<file path="src/hdl/point_quantize_bit_packer_assert.svh">
// ----------------------------------------------------------------------------
// point quantize bit packer assertion macros
// clocked on clk, held off while rst_n is low
// ----------------------------------------------------------------------------
`ifndef POINT_QUANTIZE_BIT_PACKER_ASSERT_SVH
`define POINT_QUANTIZE_BIT_PACKER_ASSERT_SVH

// antecedent in this cycle implies consequent in the same cycle
`define PQBP_ASSERT_NOW(lbl, ante, cons, msg) \
    lbl: assert property (@(posedge clk) disable iff (!rst_n) (ante) |-> (cons)) \
        else $error(msg);

// antecedent in this cycle implies consequent in the next cycle
`define PQBP_ASSERT_NEXT(lbl, ante, cons, msg) \
    lbl: assert property (@(posedge clk) disable iff (!rst_n) (ante) |=> (cons)) \
        else $error(msg);

`endif

</file>
<file path="src/hdl/pqbp_pkg.sv">
// ----------------------------------------------------------------------------
// pqbp_pkg
// shared types and constants of the point quantizer and bit packer
// ----------------------------------------------------------------------------
package pqbp_pkg;

    localparam int COORD_W = 16;
    localparam int BYTE_W  = 8;
    localparam int ACT_W   = 2;
    localparam int BITS_W  = 5;
    localparam int AXES    = 3;

    localparam logic [BITS_W-1:0] BITS_RESET = 5'd8;

    localparam logic [ACT_W-1:0] ACT_START   = 2'd0;
    localparam logic [ACT_W-1:0] ACT_MEASURE = 2'd1;
    localparam logic [ACT_W-1:0] ACT_ENCODE  = 2'd2;
    localparam logic [ACT_W-1:0] ACT_FLUSH   = 2'd3;

    typedef struct packed {
        logic [ACT_W-1:0]   action;
        logic [COORD_W-1:0] coord_x;
        logic [COORD_W-1:0] coord_y;
        logic [COORD_W-1:0] coord_z;
    } pqbp_in_t;

    typedef struct packed {
        logic [BYTE_W-1:0] packed_byte;
        logic              run_last;
    } pqbp_out_t;

    // queued command, coordinates indexed by axis
    typedef struct packed {
        logic [ACT_W-1:0]                op;
        logic [AXES-1:0][COORD_W-1:0]    coord;
    } pqbp_cmd_t;

    typedef struct packed {
        logic start;
    } pqbp_div_req_t;

    typedef struct packed {
        logic done;
    } pqbp_div_rsp_t;

endpackage

</file>
<file path="src/hdl/pqbp_front.sv">
// ----------------------------------------------------------------------------
// pqbp_front
// accepts input beats, sorts the coordinates by axis and queues up to two commands
// ----------------------------------------------------------------------------
module pqbp_front (
    input  logic              clk,
    input  logic              rst_n,
    input  logic              in_valid,
    output logic              in_ready,
    input  pqbp_pkg::pqbp_in_t  in_data,
    output logic              cmd_valid,
    input  logic              cmd_ready,
    output pqbp_pkg::pqbp_cmd_t cmd
);
    import pqbp_pkg::*;

    pqbp_cmd_t  q_reg [0:1];
    logic       wp_reg, wp_next;
    logic       rp_reg, rp_next;
    logic [1:0] cnt_reg, cnt_next;
    pqbp_cmd_t  entry;
    logic       push, pop;

    always_comb
    begin
        entry.op       = in_data.action;
        entry.coord[0] = in_data.coord_x;
        entry.coord[1] = in_data.coord_y;
        entry.coord[2] = in_data.coord_z;
    end

    assign in_ready  = (cnt_reg != 2'd2);
    assign cmd_valid = (cnt_reg != 2'd0);
    assign cmd       = q_reg[rp_reg];
    assign push      = in_valid && in_ready;
    assign pop       = cmd_valid && cmd_ready;

    always_comb
    begin
        wp_next  = push ? ~wp_reg : wp_reg;
        rp_next  = pop ? ~rp_reg : rp_reg;
        cnt_next = cnt_reg;
        if (push && !pop)
        begin
            cnt_next = cnt_reg + 2'd1;
        end
        else if (pop && !push)
        begin
            cnt_next = cnt_reg - 2'd1;
        end
    end

    always_ff @(posedge clk or negedge rst_n)
    begin
        if (!rst_n)
        begin
            wp_reg  <= 1'b0;
            rp_reg  <= 1'b0;
            cnt_reg <= 2'd0;
        end
        else
        begin
            wp_reg  <= wp_next;
            rp_reg  <= rp_next;
            cnt_reg <= cnt_next;
        end
    end

    always_ff @(posedge clk)
    begin
        if (push)
        begin
            q_reg[wp_reg] <= entry;
        end
    end

endmodule

</file>
<file path="src/hdl/pqbp_div.sv">
// ----------------------------------------------------------------------------
// pqbp_div
// restoring radix-2 divider, one quotient bit per cycle
// ----------------------------------------------------------------------------
module pqbp_div #(
    parameter int QW = 32,
    parameter int DW = 16
) (
    input  logic                   clk,
    input  logic                   rst_n,
    input  pqbp_pkg::pqbp_div_req_t req,
    input  logic [QW-1:0]          dividend,
    input  logic [DW-1:0]          divisor,
    output pqbp_pkg::pqbp_div_rsp_t rsp,
    output logic [QW-1:0]          quotient,
    output logic [DW-1:0]          remainder
);
    import pqbp_pkg::*;

    localparam int CW = $clog2(QW + 1);

    logic          busy_reg;
    logic          done_reg;
    logic [CW-1:0] cnt_reg;
    logic [QW-1:0] acc_reg;
    logic [DW-1:0] rem_reg;
    logic [DW-1:0] dsr_reg;
    logic [DW:0]   trial;
    logic [DW:0]   diff;
    logic          ge;

    assign trial = {rem_reg, acc_reg[QW-1]};
    assign ge    = (trial >= {1'b0, dsr_reg});
    assign diff  = trial - {1'b0, dsr_reg};

    assign rsp.done  = done_reg;
    assign quotient  = acc_reg;
    assign remainder = rem_reg;

    always_ff @(posedge clk or negedge rst_n)
    begin
        if (!rst_n)
        begin
            busy_reg <= 1'b0;
            done_reg <= 1'b0;
            cnt_reg  <= '0;
        end
        else
        begin
            done_reg <= 1'b0;
            if (req.start && !busy_reg)
            begin
                busy_reg <= 1'b1;
                cnt_reg  <= CW'(QW);
            end
            else if (busy_reg)
            begin
                cnt_reg <= cnt_reg - CW'(1);
                if (cnt_reg == CW'(1))
                begin
                    busy_reg <= 1'b0;
                    done_reg <= 1'b1;
                end
            end
        end
    end

    always_ff @(posedge clk)
    begin
        if (req.start && !busy_reg)
        begin
            acc_reg <= dividend;
            rem_reg <= '0;
            dsr_reg <= divisor;
        end
        else if (busy_reg)
        begin
            acc_reg <= {acc_reg[QW-2:0], ge};
            rem_reg <= ge ? diff[DW-1:0] : trial[DW-1:0];
        end
    end

endmodule

</file>
<file path="src/hdl/pqbp_back.sv">
// ----------------------------------------------------------------------------
// pqbp_back
// executes queued commands: range tracking, quantizing and byte packing
// ----------------------------------------------------------------------------
module pqbp_back #(
    parameter int MAX_CODE_BITS = 16
) (
    input  logic                       clk,
    input  logic                       rst_n,
    input  logic                       cfg_we,
    input  logic [pqbp_pkg::BITS_W-1:0] cfg_wdata,
    input  logic                       cmd_valid,
    output logic                       cmd_ready,
    input  pqbp_pkg::pqbp_cmd_t        cmd,
    output logic                       out_valid,
    input  logic                       out_ready,
    output pqbp_pkg::pqbp_out_t        out_data,
    output pqbp_pkg::pqbp_div_req_t    div_req,
    output logic [pqbp_pkg::COORD_W+MAX_CODE_BITS-1:0] div_dividend,
    output logic [pqbp_pkg::COORD_W-1:0] div_divisor,
    input  pqbp_pkg::pqbp_div_rsp_t    div_rsp,
    input  logic [pqbp_pkg::COORD_W+MAX_CODE_BITS-1:0] div_quo,
    input  logic [pqbp_pkg::COORD_W-1:0] div_rem
);
    import pqbp_pkg::*;

    localparam int MB = MAX_CODE_BITS;
    localparam int QW = COORD_W + MB;
    localparam int BW = $clog2(MB + 1);
    localparam int NB = $clog2((7 + 3 * MB) / 8 + 1);

    localparam logic [2:0] S_IDLE  = 3'd0;
    localparam logic [2:0] S_MUL   = 3'd1;
    localparam logic [2:0] S_DGO   = 3'd2;
    localparam logic [2:0] S_DIV   = 3'd3;
    localparam logic [2:0] S_PACK  = 3'd4;
    localparam logic [2:0] S_FLUSH = 3'd5;

    logic [2:0]         state_reg, state_next;
    logic [BITS_W-1:0]  bits_reg;
    logic [COORD_W-1:0] lo_reg [0:AXES-1];
    logic [COORD_W-1:0] hi_reg [0:AXES-1];
    logic [COORD_W-1:0] crd_reg [0:AXES-1];
    logic               seen_reg;
    logic [7:0]         pend_reg;
    logic [2:0]         cnt_reg;
    logic               emitted_reg;
    logic [NB-1:0]      left_reg;
    logic [BW-1:0]      eb_reg;
    logic [1:0]         axis_reg;
    logic [QW-1:0]      q_reg;
    logic [COORD_W-1:0] r_reg;
    logic [MB-1:0]      code_reg;
    logic [BW-1:0]      rbits_reg;
    logic               out_valid_reg;
    pqbp_out_t          out_data_reg;

    logic [BW-1:0]      eb;
    logic [MB-1:0]      top;
    logic [COORD_W-1:0] v, lo, hi;
    logic               zero_code;
    logic [QW:0]        rounded;
    logic [3:0]         space, k, newcnt;
    logic [MB+7:0]      code_ext;
    logic [7:0]         chunk, merged;
    logic               out_free;
    logic [7:0]         tot;

    always_comb
    begin
        if (bits_reg == '0)
        begin
            eb = BW'(1);
        end
        else if (32'(bits_reg) > MB)
        begin
            eb = BW'(MB);
        end
        else
        begin
            eb = BW'(bits_reg);
        end
    end

    assign top       = {MB{1'b1}} >> (BW'(MB) - eb_reg);
    assign v         = crd_reg[axis_reg];
    assign lo        = lo_reg[axis_reg];
    assign hi        = hi_reg[axis_reg];
    assign zero_code = (hi <= lo) || (v < lo);
    assign rounded   = {1'b0, div_quo} + (QW + 1)'({div_rem, 1'b0} >= {1'b0, r_reg});
    assign space     = 4'd8 - {1'b0, cnt_reg};
    assign k         = (32'(rbits_reg) >= 32'(space)) ? space : 4'(rbits_reg);
    assign newcnt    = {1'b0, cnt_reg} + k;
    assign code_ext  = {8'b0, code_reg};
    assign chunk     = code_ext[7:0] & (8'hFF >> (4'd8 - k));
    assign merged    = pend_reg | (chunk << cnt_reg);
    assign out_free  = !out_valid_reg || out_ready;
    assign tot       = 8'(cnt_reg) + 8'(3 * 32'(eb));

    assign cmd_ready    = (state_reg == S_IDLE);
    assign out_valid    = out_valid_reg;
    assign out_data     = out_data_reg;
    assign div_req.start = (state_reg == S_DGO);
    assign div_dividend = q_reg;
    assign div_divisor  = r_reg;

    always_comb
    begin
        state_next = state_reg;
        case (state_reg)
            S_IDLE:
            begin
                if (cmd_valid)
                begin
                    case (cmd.op)
                        ACT_ENCODE: state_next = S_MUL;
                        ACT_FLUSH:
                        begin
                            if (cnt_reg != 3'd0 || !emitted_reg)
                            begin
                                state_next = S_FLUSH;
                            end
                        end
                        default: state_next = S_IDLE;
                    endcase
                end
            end
            S_MUL:   state_next = zero_code ? S_PACK : S_DGO;
            S_DGO:   state_next = S_DIV;
            S_DIV:   state_next = div_rsp.done ? S_PACK : S_DIV;
            S_PACK:
            begin
                if ((newcnt != 4'd8 || out_free) && 32'(rbits_reg) == 32'(k))
                begin
                    state_next = (axis_reg == 2'd2) ? S_IDLE : S_MUL;
                end
            end
            S_FLUSH: state_next = out_free ? S_IDLE : S_FLUSH;
            default: state_next = S_IDLE;
        endcase
    end

    always_ff @(posedge clk or negedge rst_n)
    begin
        if (!rst_n)
        begin
            state_reg     <= S_IDLE;
            bits_reg      <= BITS_RESET;
            seen_reg      <= 1'b0;
            pend_reg      <= '0;
            cnt_reg       <= '0;
            emitted_reg   <= 1'b0;
            out_valid_reg <= 1'b0;
            axis_reg      <= '0;
            for (int i = 0; i < AXES; i++)
            begin
                lo_reg[i] <= '0;
                hi_reg[i] <= '0;
            end
        end
        else
        begin
            state_reg <= state_next;
            if (cfg_we)
            begin
                bits_reg <= cfg_wdata;
            end
            if (out_valid_reg && out_ready)
            begin
                out_valid_reg <= 1'b0;
            end
            case (state_reg)
                S_IDLE:
                begin
                    if (cmd_valid)
                    begin
                        case (cmd.op)
                            ACT_START:
                            begin
                                seen_reg    <= 1'b0;
                                pend_reg    <= '0;
                                cnt_reg     <= '0;
                                emitted_reg <= 1'b0;
                                for (int i = 0; i < AXES; i++)
                                begin
                                    lo_reg[i] <= '0;
                                    hi_reg[i] <= '0;
                                end
                            end
                            ACT_MEASURE:
                            begin
                                seen_reg <= 1'b1;
                                for (int i = 0; i < AXES; i++)
                                begin
                                    if (!seen_reg || cmd.coord[i] < lo_reg[i])
                                    begin
                                        lo_reg[i] <= cmd.coord[i];
                                    end
                                    if (!seen_reg || cmd.coord[i] > hi_reg[i])
                                    begin
                                        hi_reg[i] <= cmd.coord[i];
                                    end
                                end
                            end
                            ACT_ENCODE:
                            begin
                                axis_reg <= 2'd0;
                            end
                            default:
                            begin
                                // flush with nothing to send only clears the empty partial byte and sends nothing
                                if (cnt_reg == 3'd0 && emitted_reg)
                                begin
                                    pend_reg <= '0;
                                    cnt_reg  <= '0;
                                end
                            end
                        endcase
                    end
                end
                S_PACK:
                begin
                    if (newcnt == 4'd8)
                    begin
                        if (out_free)
                        begin
                            out_valid_reg <= 1'b1;
                            pend_reg      <= '0;
                            cnt_reg       <= '0;
                            emitted_reg   <= 1'b1;
                        end
                    end
                    else
                    begin
                        pend_reg <= merged;
                        cnt_reg  <= newcnt[2:0];
                    end
                    if ((newcnt != 4'd8 || out_free) && 32'(rbits_reg) == 32'(k))
                    begin
                        axis_reg <= axis_reg + 2'd1;
                    end
                end
                S_FLUSH:
                begin
                    if (out_free)
                    begin
                        out_valid_reg <= 1'b1;
                        pend_reg      <= '0;
                        cnt_reg       <= '0;
                        emitted_reg   <= 1'b1;
                    end
                end
                default:
                begin
                end
            endcase
        end
    end

    // datapath registers, no reset needed
    always_ff @(posedge clk)
    begin
        case (state_reg)
            S_IDLE:
            begin
                if (cmd_valid)
                begin
                    for (int i = 0; i < AXES; i++)
                    begin
                        crd_reg[i] <= cmd.coord[i];
                    end
                    eb_reg   <= eb;
                    left_reg <= NB'(tot >> 3);
                end
            end
            S_MUL:
            begin
                q_reg     <= QW'(v - lo) * QW'(top);
                r_reg     <= hi - lo;
                code_reg  <= '0;
                rbits_reg <= eb_reg;
            end
            S_DIV:
            begin
                if (div_rsp.done)
                begin
                    code_reg <= (rounded > (QW + 1)'(top)) ? top : rounded[MB-1:0];
                end
            end
            S_PACK:
            begin
                if (newcnt != 4'd8 || out_free)
                begin
                    code_reg  <= code_reg >> k;
                    rbits_reg <= rbits_reg - BW'(k);
                end
                if (newcnt == 4'd8 && out_free)
                begin
                    out_data_reg.packed_byte <= merged;
                    out_data_reg.run_last    <= (left_reg == NB'(1));
                    left_reg                 <= left_reg - NB'(1);
                end
            end
            S_FLUSH:
            begin
                if (out_free)
                begin
                    out_data_reg.packed_byte <= pend_reg;
                    out_data_reg.run_last    <= 1'b1;
                end
            end
            default:
            begin
            end
        endcase
    end

endmodule

</file>
<file path="src/hdl/point_quantize_bit_packer.sv">
// ----------------------------------------------------------------------------
// point_quantize_bit_packer
// 3-d point range tracker, uniform quantizer and lsb-first byte packer
// ----------------------------------------------------------------------------
//  channel   direction  handshake            payload
//  in        input      in_valid/in_ready    pqbp_in_t   (action, coord_x/y/z)
//  out       output     out_valid/out_ready  pqbp_out_t  (packed_byte, run_last)
//  cfg       input      cfg_we               cfg_wdata   (bits_per_value)
//
//  start, measure and an idle flush end in the back end's idle state; a flush
//  that sends a byte waits in the flush state. encode takes each axis through
//  multiply, divide (one quotient bit per cycle) and pack; a zero code skips
//  the divide. a two-beat queue lets the front take beats while the back end
//  works. rst_n clears control state at once; out stalls freeze the back end.
// ----------------------------------------------------------------------------
module point_quantize_bit_packer #(
    parameter int MAX_CODE_BITS = 16
) (
    input  logic                        clk,
    input  logic                        rst_n,
    input  logic                        in_valid,
    output logic                        in_ready,
    input  pqbp_pkg::pqbp_in_t          in_data,
    output logic                        out_valid,
    input  logic                        out_ready,
    output pqbp_pkg::pqbp_out_t         out_data,
    input  logic                        cfg_we,
    input  logic [pqbp_pkg::BITS_W-1:0] cfg_wdata
);
    import pqbp_pkg::*;

    localparam int QW = COORD_W + MAX_CODE_BITS;

    logic          cmd_valid, cmd_ready;
    pqbp_cmd_t     cmd;
    pqbp_div_req_t div_req;
    pqbp_div_rsp_t div_rsp;
    logic [QW-1:0]      div_dividend, div_quo;
    logic [COORD_W-1:0] div_divisor, div_rem;

    pqbp_front u_front (
        .clk       (clk),
        .rst_n     (rst_n),
        .in_valid  (in_valid),
        .in_ready  (in_ready),
        .in_data   (in_data),
        .cmd_valid (cmd_valid),
        .cmd_ready (cmd_ready),
        .cmd       (cmd)
    );

    pqbp_div #(
        .QW (QW),
        .DW (COORD_W)
    ) u_div (
        .clk       (clk),
        .rst_n     (rst_n),
        .req       (div_req),
        .dividend  (div_dividend),
        .divisor   (div_divisor),
        .rsp       (div_rsp),
        .quotient  (div_quo),
        .remainder (div_rem)
    );

    pqbp_back #(
        .MAX_CODE_BITS (MAX_CODE_BITS)
    ) u_back (
        .clk          (clk),
        .rst_n        (rst_n),
        .cfg_we       (cfg_we),
        .cfg_wdata    (cfg_wdata),
        .cmd_valid    (cmd_valid),
        .cmd_ready    (cmd_ready),
        .cmd          (cmd),
        .out_valid    (out_valid),
        .out_ready    (out_ready),
        .out_data     (out_data),
        .div_req      (div_req),
        .div_dividend (div_dividend),
        .div_divisor  (div_divisor),
        .div_rsp      (div_rsp),
        .div_quo      (div_quo),
        .div_rem      (div_rem)
    );

`include "point_quantize_bit_packer_assert.svh"

    `PQBP_ASSERT_NOW(a_full_has_cmd, !in_ready, cmd_valid, "queue full but no command")
    `PQBP_ASSERT_NEXT(a_cmd_hold, cmd_valid && !cmd_ready, cmd_valid && $stable(cmd), "queued command changed while waiting")
    `PQBP_ASSERT_NOW(a_div_idle_start, div_req.start, !div_rsp.done, "divider started while finishing")

endmodule
</file>
<file path="config.mk">
export PLATFORM = sky130hd
export DESIGN_NAME = point_quantize_bit_packer
export DESIGN_NICKNAME = d
export VERILOG_FILES = /design/src/hdl/pqbp_pkg.sv /design/src/hdl/pqbp_front.sv /design/src/hdl/pqbp_div.sv /design/src/hdl/pqbp_back.sv /design/src/hdl/point_quantize_bit_packer.sv
export VERILOG_INCLUDE_DIRS = /design/src /design/src/hdl
export SDC_FILE = /design/constraint.sdc
export NUM_CORES = 2
export LEC_CHECK = 0
export BUFFER_PORTS_ARGS = -buffer_cell sky130_fd_sc_hd__buf_2
export CAP_MARGIN = 10
export CORE_MARGIN = 2
export CORE_UTILIZATION = 45
export DETAILED_ROUTE_END_ITERATION = 8
export RECOVER_POWER = 50
export SLEW_MARGIN = 20
export SYNTH_ARGS = -nofsm -noshare
export SYNTH_HDL_FRONTEND = slang
export SYNTH_HIERARCHICAL = 1
export SYNTH_SLANG_ARGS = --single-unit
</file>
<file path="constraint.sdc">
create_clock -name clk -period 19.15 [get_ports clk]
set_clock_uncertainty 0.1 [all_clocks]
set_input_delay 0.9575 -clock clk [delete_from_list [all_inputs] [get_ports clk]]
set_output_delay 0.9575 -clock clk [all_outputs]
set_load 0.01 [all_outputs]
</file>
### Yosys cells after proc, flatten, opt, wreduce, memory -nomap -nowiden

Memory sizes are Yosys's and may differ from the RTL's.
Cells that the tools add are included.

* flip-flop bits (word level): 282
* bits in writable memories: 148
* bits of input ports: 60
* output and inout bits: 11
* word-level logic and storage cells: 244
* memories: 2

Memory list
* u_front.q_reg: depth 2, width 50, rd ports 1, clocked after Yosys merged registers in 0, wr ports 1, RTL line pqbp_front.sv:17 `pqbp_cmd_t q_reg [0:1];`
* u_back.crd_reg: depth 3, width 16, rd ports 1, clocked after Yosys merged registers in 0, wr ports 3, RTL line pqbp_back.sv:43 `logic [COORD_W-1:0] crd_reg [0:AXES-1];`

* $add $sub $neg: 15
* multiply operators: 2
* $lt $le $gt $ge: 14
* eq/ne operators: 33
* shift-type cells: 4
* mux-type cells: 82
* bitwise gates (word level): 5
* reduce and logical (&&, ||, !) cells: 56

Operators by type and width (number)
* $mux W16: 14
* $pmux W48 S2: 2
* $bmux W16 S2: 2
* $lt A16 B16 Y1: 4
* $mux W32: 2
* $gt A16 B16 Y1: 3
* $pmux W16 S3: 1
* $mux W3: 12
* $reduce_and A4 Y1: 9
* $ge A17 B16 Y1: 2
* $add A32 B1 Y33: 1
* $gt A33 B16 Y1: 1
* $mul A32 B16 Y32: 1
* $mux W8: 4
* $sub A16 B16 Y16: 2
* $ne A2 B1 Y1 const B: 14
* $pmux W8 S3: 1
* $mux W1: 19
* $mux W9: 2
* $pmux W3 S2: 3
* $pmux W3 S6: 1
* $pmux W9 S2: 1
* $sub A16 B16 Y17: 1
* $le A16 B16 Y1: 1
* 55 further kinds: 108

### Depth between registers and ports, before layout

* word-level depth: 10
* gate-level depth with buffers: 39
* gate-level depth less buffers: 36

### Modules after synthesis

The synthesis kept the hierarchy.

Modules (own cells, without submodules)
* pqbp_back: instances 1, cells each 2933, area each 27540.2 um^2, sequential area each 7028.0 um^2
* pqbp_front: instances 1, cells each 174, area each 4055.1 um^2, sequential area each 3103.0 um^2
* pqbp_div: instances 1, cells each 332, area each 3796.1 um^2, sequential area each 1961.9 um^2

### Worst setup path after synthesis

OpenSTA, ideal clock, no wires.

* path type: register to register
* start: register u_back.axis_reg[0]
* end: register u_back.q_reg[27] (netlist: u_back/div_dividend[27]), data pin
* setup time: 0.259 ns
* arrival time: 8.943 ns
* data required time: 18.791 ns
* setup slack: 9.848 ns
* stages on the path, launching flop included: 34
* buffers on the path: 2
* period minus slack after synthesis: 9.302 ns
* cell sequence: dfrtp_1 -> clkbuf_1 -> buf_1 -> mux2i_1 -> nor2_1 -> a21oi_1 -> ha_1 -> nor2b_1 -> o31ai_1 -> a211oi_1 -> o41a_1 -> or4_1 -> o2111ai_1 -> and2b_1 -> xnor2_1 -> nand2_1 -> fa_1 -> fa_1 -> fa_1 -> inv_1 -> fa_1 -> fa_1 -> inv_1 -> fa_1 -> inv_1 -> ha_1 -> a21o_1 -> a21o_1 -> a21o_1 -> a2111o_1 -> a311o_1 -> or2_2 -> a31oi_1 -> xnor2_1

* word-level cells in the longest chain between the ends: 6
* elaborated cells on any way between the ends: 7
* those cells by class: 1 x add/sub; 1 x mul; 3 x mux; 1 x bitwise; 1 x memory

Ends and longest elaborated chain
* from (decl): RTL line pqbp_back.sv:50 `logic [1:0] axis_reg;`
* from (signal assigned): RTL line pqbp_back.sv:240 `axis_reg <= axis_reg + 2'd1;`
* $not A2 Y3 (implied by the code): RTL line pqbp_back.sv:87 `assign lo = lo_reg[axis_reg];`
* $bmux W16 S2: RTL line pqbp_back.sv:87
* $mux W16 (implied by the code) (2 in series): RTL line pqbp_back.sv:87
* $sub A16 B16 Y17 *: RTL line pqbp_back.sv:278 `q_reg <= QW'(v - lo) * QW'(top);`
* $mul A32 B16 Y32 *: RTL line pqbp_back.sv:278
* to (signal assigned): RTL line pqbp_back.sv:278
* to (decl): RTL line pqbp_back.sv:51 `logic [QW-1:0] q_reg;`

Every way passes the cells marked *; elsewhere a longest branch is shown, timed or not. The select of a mux whose other input is x is not followed.
A chain may end at the register's enable or synchronous reset.

### Worst setup path after layout

Ends and elaborated chain as after synthesis.

==> impl_summary.md <==
Clock tree
The number of resized instances in the post-cts repair step is 0. The TritonCTS clock tree is done. Post-CTS timing repair inserted 0 buffers for setup. The root buffer cell chosen for the clock tree is sky130_fd_sc_hd__clkbuf_16.

The number of clock sinks is 430. The later-pin clock latency in the skew report is 0.62 ns. The number of clock buffers added by TritonCTS is 49. The number of buffers inserted for hold repair after clock tree synthesis is 0. The total number of H-tree levels is 2. After clock tree synthesis, the clock-pin slew on the worst setup and hold paths is 0.06 ns. In this run the deepest clock path goes through 3 buffers.

Global routing
For this run, the total global-route usage over all layers was measured as 0.236. The number of global-route vias before repair is 25256. The number of antenna violations at the first check in global routing came to 0. The total overflow left after global routing is 0. The largest net degree at the start of global routing is between 60 and 70.

The first global-routing pass estimated roughly 150 mm of wire.

Floorplanning
The floorplan step defined a core boundary enclosing ~78000 µm². For this design the top-level I/O count stands at 71. The floorplan has 102 rows. For this configuration, the core starts out at a cell density of 0.455. The die extent in x is ~280 µm.

The die covers 80900 µm². The die is 284 µm tall.

Logic synthesis
The most used standard cell by instance count after synthesis is sky130_fd_sc_hd__inv_1. After synthesis, the cell types taking the most area are sky130_fd_sc_hd__edfxtp_1 (24%), sky130_fd_sc_hd__fa_1 (15%), sky130_fd_sc_hd__ha_1 (10%). The share of synthesized flip-flops with an asynchronous set or reset is 0.307. The share of the yosys chip area belonging to registers is 0.342. In the synthesized netlist the dominant register cell turns out to be sky130_fd_sc_hd__edfxtp_1. The largest total area in the synthesized netlist belongs to sky130_fd_sc_hd__edfxtp_1. Dividing the synthesized area by the synthesized cell count gives ~10 µm². Synthesis produced a netlist with a net count of between 4000 and 5000. In this run, synthesis produced a sequential element count of 430.

The post-synthesis cell count is 3439. The number of flops mapped to enable cells by yosys is 282. The count of yosys warnings during synthesis is 6. Counting distinct cell types in the post-synthesis netlist gives 98. The mapped netlist covers 35400 µm². By count the netlist is led by sky130_fd_sc_hd__inv_1 (551), sky130_fd_sc_hd__ha_1 (292), sky130_fd_sc_hd__edfxtp_1 (282). The share of synthesized area in the top cell type comes to 0.239.

Hold path
The classification of the worst-slack hold path is flip-flop to flip-flop. In this run the most critical hold path is launched from u_back/div_divisor[11]$_DFFE_PP_. The worst hold path stage count is 0.

Worst setup path
The arrival time at the worst endpoint is 10.45 ns. The cell depth of the worst setup path is 33. The flop-to-flop setup slack is 8.95 ns. The element type at the critical path end is a flip-flop.

The required time at the endpoint of the critical path is slightly below 20 ns. The largest single stage delay on the critical path is 0.69 ns. The kind of start point of the critical path is a flip-flop.

The critical path is of the flip-flop to flip-flop type. Counting both buffers and inverters, the worst setup path holds a total of 6. The launch point of the worst path is u_back/axis_reg[0]$_DFFE_PN0P_. The cell depth of the worst flop-to-flop path is 33.

Of all nets on the critical path, the largest fanout is 51. In this run the critical register-to-register path is launched from u_back/axis_reg[0]$_DFFE_PN0P_. The cell occurring most often along the worst timing path is sky130_fd_sc_hd__fa_1. The highest-delay cell along the critical path is sky130_fd_sc_hd__buf_4. The cell family contributing the most delay on the critical path is adder cells.

Layout
After routing the design area is 38100 µm². Relative to the synthesized area, the layout overhead comes to 7.78%. The count of inserted antenna diode cells is 0.

The share of cells above drive strength 1 is 0.0858. The register with the most flip-flops in the layout has 100 of them. The number of nets at the end of the flow is roughly 4100.

Route
For this block, the routed nets add up to between 90 and 100 mm of wire. Once detail routing completed, the nets flagged for antenna violations numbered 0. The via count is roughly 25000. The post-route DRC violation count is 0. The count of TritonRoute iterations in the first routing pass is 5. The detailed-route vias per instance is 5.43. The routed length per placed instance is 20.8 µm. The count of routing violations after the opening detailed-route iteration is 1812.

Run
The tool flagged a number of max-cap violations equal to 6.

Timing
The total count of hold-check failures in the final report is 0. The headroom to the max-slew limit is -1.70. The achievable frequency is between 0.09 and 0.1 GHz. For the pin with the worst max-slew slack, the measured transition is 4.05 ns.

Setup repair after global routing left no endpoint under its margin. Setup violations remaining at the end of the flow were counted as 0. Summed over all failing endpoints, the final setup total negative slack is 0 ns. Of the available clock period, the critical path in the final layout requires 0.533. The worst hold margin is 0.351 ns. The number of pins with negative max-slew slack in the final report is 274. The time the worst path needs with I/O delays and setup is slightly above 10 ns.

Place
The total half-perimeter wirelength after legalization and detailed placement is 75.2 mm. The number of port buffers is 70. Routability-driven placement finished with a final weighted congestion of 1.02.

The standard cell area after detailed placement is between 30000 and 40000 µm².

Outcome
The flow ran to the end, but the final reports show violations. The final reports fail on max-capacitance violations, max-slew violations.
-- path summary, 6_finish.rpt --
check                                                    end
max                        u_back/div_dividend[27]$_DFFE_PP_
min                              u_div/dsr_reg[11]$_DFFE_PP_
max reg2reg                u_back/div_dividend[27]$_DFFE_PP_
min reg2reg                      u_div/dsr_reg[11]$_DFFE_PP_
max in group asynchronous      u_back/lo_reg[24]$_DFFE_PN0P_
min in group asynchronous     u_back/pend_reg[7]$_DFFE_PN0P_
-- cells by family after synthesis --
logic type / synth area share
adder cells (fa/ha/maj): 0.256
flip-flops: 0.342
AO/OA/AOI/OAI: 0.0983
XOR/XNOR: 0.0289
AND/OR/NAND/NOR: 0.112
buffers and inverters: 0.0749
multiplexers: 0.0881
-- per-layer routing --
metal	routed length, µm	track usage	vias to the layer above
met5	0	0	-
met4	2490	0.0586	0
met3	4910	0.0297	126
met2	45200	0.400	633
met1	42600	0.323	12317
li1	-	-	11752
-- cells in the final DEF, fill, tap and decap left out, drive strengths merged, types with 10 or more instances in the layout --
cell and count:
nor4 12, o21a 34, dfrtp 131, nor2 274, o21bai 13, nand3 50
mux2 156, and3 12, o21ai 134, or2 18, a21boi 10, and2 40
edfxtp 282, xnor2 76, nor3 51, a31oi 17, nand2b 31, mux2i 115
o22ai 28, o211ai 11, xor2 40, nand2 266, dfxtp 16, clkinv 28
or3 20, ha 292, nand4 33, a21oi 135, inv 553, o31ai 10
fa 269, nor2b 25, buf 68, a211oi 14, a21o 58, a31o 10
clkbuf 98
-- cell type report --
cell class	count	area, µm²
repair buffers	105	551
flip-flops and latches	430	12100
well taps	1040	1300
clock inverters	30	298
fillers	7211	39600
clock buffers	61	1300
inverters	558	2090
multi-input cells	2346	20500
-- per-stage QoR --
stage	std cells	setup WS (ns)	utilization
2_1_floorplan	3439	9.85	-
3_3_place_gp	4479	9.04	0.473
3_5_place_dp	4479	9.01	0.474
4_1_cts	4570	8.99	0.494
5_1_grt	4570	8.39	0.491
6_report	4570	8.95	0.491
Power is left out: the tool's default activity adds up to more than one toggle a clock period on the data nets, which glitch-free logic cannot reach.
